**src/rtl/lph_ram.sv**
```systemverilog
// Generic single-port RAM with registered read.
`timescale 1ns / 1ps
module lph_ram #(
  parameter int unsigned WIDTH = 8,
  parameter int unsigned DEPTH = 64
) (
  input  logic                     clk,
  input  logic                     we,
  input  logic [$clog2(DEPTH)-1:0] addr,
  input  logic [WIDTH-1:0]         wdata,
  output logic [WIDTH-1:0]         rdata
);

  logic [WIDTH-1:0] mem [DEPTH];

  always_ff @(posedge clk) begin
    if (we) mem[addr] <= wdata;
    rdata <= mem[addr];
  end

endmodule
```
**config.mk**
```make
export PLATFORM = sky130hd
export DESIGN_NAME = lph_ram
export DESIGN_NICKNAME = d
export VERILOG_FILES = /design/src/rtl/lph_ram.sv
export SDC_FILE = /design/constraint.sdc
export NUM_CORES = 1
export LEC_CHECK = 0
export BUFFER_PORTS_ARGS = -buffer_cell sky130_fd_sc_hd__buf_2
export CAP_MARGIN = 20
export CELL_PAD_IN_SITES_DETAIL_PLACEMENT = 0
export CELL_PAD_IN_SITES_GLOBAL_PLACEMENT = 2
export CORE_UTILIZATION = 39
export CTS_BUF_LIST = sky130_fd_sc_hd__clkbuf_4
export DETAILED_ROUTE_END_ITERATION = 8
export GPL_TIMING_DRIVEN = 0
export MAX_ROUTING_LAYER = met4
export PLACE_DENSITY_LB_ADDON = 0.1
export SLEW_MARGIN = 25
export SYNTH_ARGS = -nofsm -noshare
export SYNTH_HDL_FRONTEND = slang
export SYNTH_SLANG_ARGS = --single-unit
```
**constraint.sdc**
```tcl
create_clock -name clk -period 3.9 [get_ports clk]
set_clock_uncertainty 0.1 [all_clocks]
set_input_delay 0.39 -clock clk [delete_from_list [all_inputs] [get_ports clk]]
set_output_delay 0.39 -clock clk [all_outputs]
set_load 0.02 [all_outputs]
```
==> impl_metrics.toml <==
[grt]
overflow = 0
grt_max_degree = 65
grt_usage = 0.267
grt_pass1_vias = 12100
grt_pass1_wl_um = 93000
antenna_found_initial = 8

[timing]
post-route-period-util = 0.967
worst_pin_slew_ns = 1.19
drv_slew = 0
relSlewSlack = 0.196
fmax_ghz = 0.265
period_needed_ns = 3.77
hold_viol = 0
final.setup.tns_ns = 0
layout_setup_ws_ns = 0.129
setup_viol = 0
rsz0062_at_grt = "false"
hold_slack_ns = 0.146

[logic_synthesis]
synth_area_sq_um = 20400
ys_seq_area_frac = 0.760
synth-edff-count = 512
syn-mean-instance-area_sq_um = 17.5
ys_ff_latch = 520
postSynth.topFlopCell = "edfxtp_1"
yosysWarningCount = 0
synth_top_cell_by_area = "edfxtp_1"
yosysTopAreaCellShare = 0.752
synthCells = 1171
syn_nets = 1187
synthArstFlopShare = 0
yosys.cell_types.count = 56
synth_area_leaders = "edfxtp_1, mux4_2, mux2i_1"

[place]
pre_cts_slack_ns = -0.773
placed_cell_area_sq_um = 21500
place_congestion = 0.877
portBuffers = 22
place_inst = 1874
hpwl_um = 42700

[clock_tree]
post_cts_buffers = 0
cts_resized = 0
cts_buffers = 139
clk_pin_slew_ns = 0.06
root_buffer = "clkbuf_4"
cts_sinks = 520
htreeDepth = 4
cts_tree = "yes"
clock_path_buffers = 3
insertion_delay_ns = 1.00
cts_hold_buf = 8

[finish]
fillers = 4687
syn_to_final_growth_pct = 14.1
seq_area_sq_um = 15500
drive_above_1_share = 0.236
finalNonFillerCells = 2125
fin_area_sq_um = 23300
fin_nets = 1359
multi_input_area_sq_um = 4520

[power_and_ir_drop]
leakage_nw = 7.62
ir_worst_vdd_v = 0.000217
power_density_nw_per_um2 = 509

[setup_path]
cp.required_ns = 4.37
critical_path_class = "input port to flip-flop"
path_max_fanout = 10
startpoint_type = "input port"
slowest_stage = "nor2_1"
worst_setup_path_end_kind = "flip-flop"
cpMostUsedCell = "clkbuf_1"
critPathArrivalTime_ns = 4.25
cp_cell_sequence = "buf_2 -> buf_4 -> nor2b_1 -> clkbuf_1 -> clkbuf_1 -> nand3_1 -> nor2_1"
cpPeakStageDelay_ns = 1.07

[routing]
drtIter0Drc = 1288
vias_per_cell = 5.75
drtAntennaViolNets = 0
drc = 0
drt_wl_total_um = 67200
vias = 12200
avgRoutedWirePerCell_um = 31.6
first_pass_iters = 5

[floorplanning]
die_w_um = 231
start_util = 0.397
coreArea_sq_um = 51500
ios = 24
rows = 83
die_y_um = 231
design.die.area_sq_um = 53400

[job]
cap_violations = 0

[hold_path]
hold_class = "input port to flip-flop"

[status]
status = "complete, no violations"
-- logic make-up (layout without fill, tap and decap cells) --
kind of cell	count (synthesis)	after routing	synth area share
compound gates	222	222	0.0808
mux	116	116	0.0826
simple gates	229	229	0.0571
other cells	0	7	0
buf+inv	84	351	0.0198
flops	520	520	0.760
-- metal layers --
| layer | global-route usage | vias to the layer above | wire length (um) |
|---|---|---|---|
| li1 | - | 5207 | - |
| met1 | 0.358 | 6364 | 29500 |
| met2 | 0.400 | 530 | 31500 |
| met3 | 0.0504 | 124 | 4180 |
| met4 | 0.106 | 0 | 2040 |
| met5 | - | - | 0 |
-- registers in the layout, indices dropped and copies added, names as in the netlist --
name and count:
rdata 8, mem 512
-- per-stage QoR --
step	total power, mW	utilization
floorplan	6.67	-
global placement	7.05	0.416
detailed placement	7.06	0.416
CTS	12.0	0.452
global route	12.3	0.453
finish	11.9	0.453
-- where the power goes --
group / internal, mW / switching (mW)
Combinational: 0.207 / 0.542
Sequential: 6.19 / 0.0109
Clock: 2.67 / 2.25
Total: 9.06 / 2.80
-- layout by cell type (no fill, tap or decap), types with 7 or more instances in the layout --
master / n
nand3b_1: 12
diode_2: 7
mux4_2: 41
nor2b_1: 7
mux2i_1: 63
a31oi_1: 15
a221oi_1: 21
o21ai_0: 9
nand2b_1: 24
a22oi_1: 40
clkbuf_1: 35
a221o_1: 11
o22a_1: 11
and2_1: 9
dfxtp_1: 8
mux2_1: 7
clkbuf_4: 207
a32oi_1: 7
edfxtp_1: 512
a21oi_1: 28
o221ai_1: 9
dlygate4sd3_1: 8
o22ai_1: 22
nor2_1: 77
and3_1: 9
a22o_1: 10
clkinv_1: 21
nand3_1: 8
buf_4: 12
buf_2: 44
o2bb2ai_1: 7
nand2_1: 45
-- cells in the mapped netlist, drive strengths merged, types with 4 or more instances --
master and number:
a211oi 6, a21o 4, a21oi 28, a221o 11, a221oi 21, a22o 10
a22oi 40, a31oi 15, a32oi 7, and2 10, and3 9, and4 6
buf 45, clkbuf 36, dfxtp 8, edfxtp 512, mux2 12, mux2i 63
mux4 41, nand2 45, nand2b 24, nand3 8, nand3b 12, nor2 82
nor2b 8, o21ai 11, o221ai 9, o22a 11, o22ai 22, o2bb2ai 7
o31ai 5, or3b 5
-- critical path, delay by kind of cell --
family	cells	cell delay, ns
simple gates	3	2.21
buf+inv	4	1.62
-- layout make-up --
type | count | share of cell area
Multi-Input combinational cell | 567 | 0.194
Clock buffer | 207 | 0.0666
Antenna cell | 7 | 0.000751
Sequential cell | 520 | 0.666
Inverter | 3 | 0.000483
Buffer | 81 | 0.0170
Clock inverter | 29 | 0.00917
Timing Repair Buffer | 31 | 0.00950
Tap cell | 680 | 0.0365
-- path summary, 6_finish.rpt --
check                  from        end  slack (ns)  cells after the start
setup / recovery    addr[0]  mem[5][3]        0.13                      7
hold / removal      addr[3]   rdata[0]        0.15                      5
setup reg to reg  mem[2][7]   rdata[7]        1.32                      5
hold reg to reg   mem[3][0]   rdata[0]        0.50                      3
(Power assumes the default switching activity.)
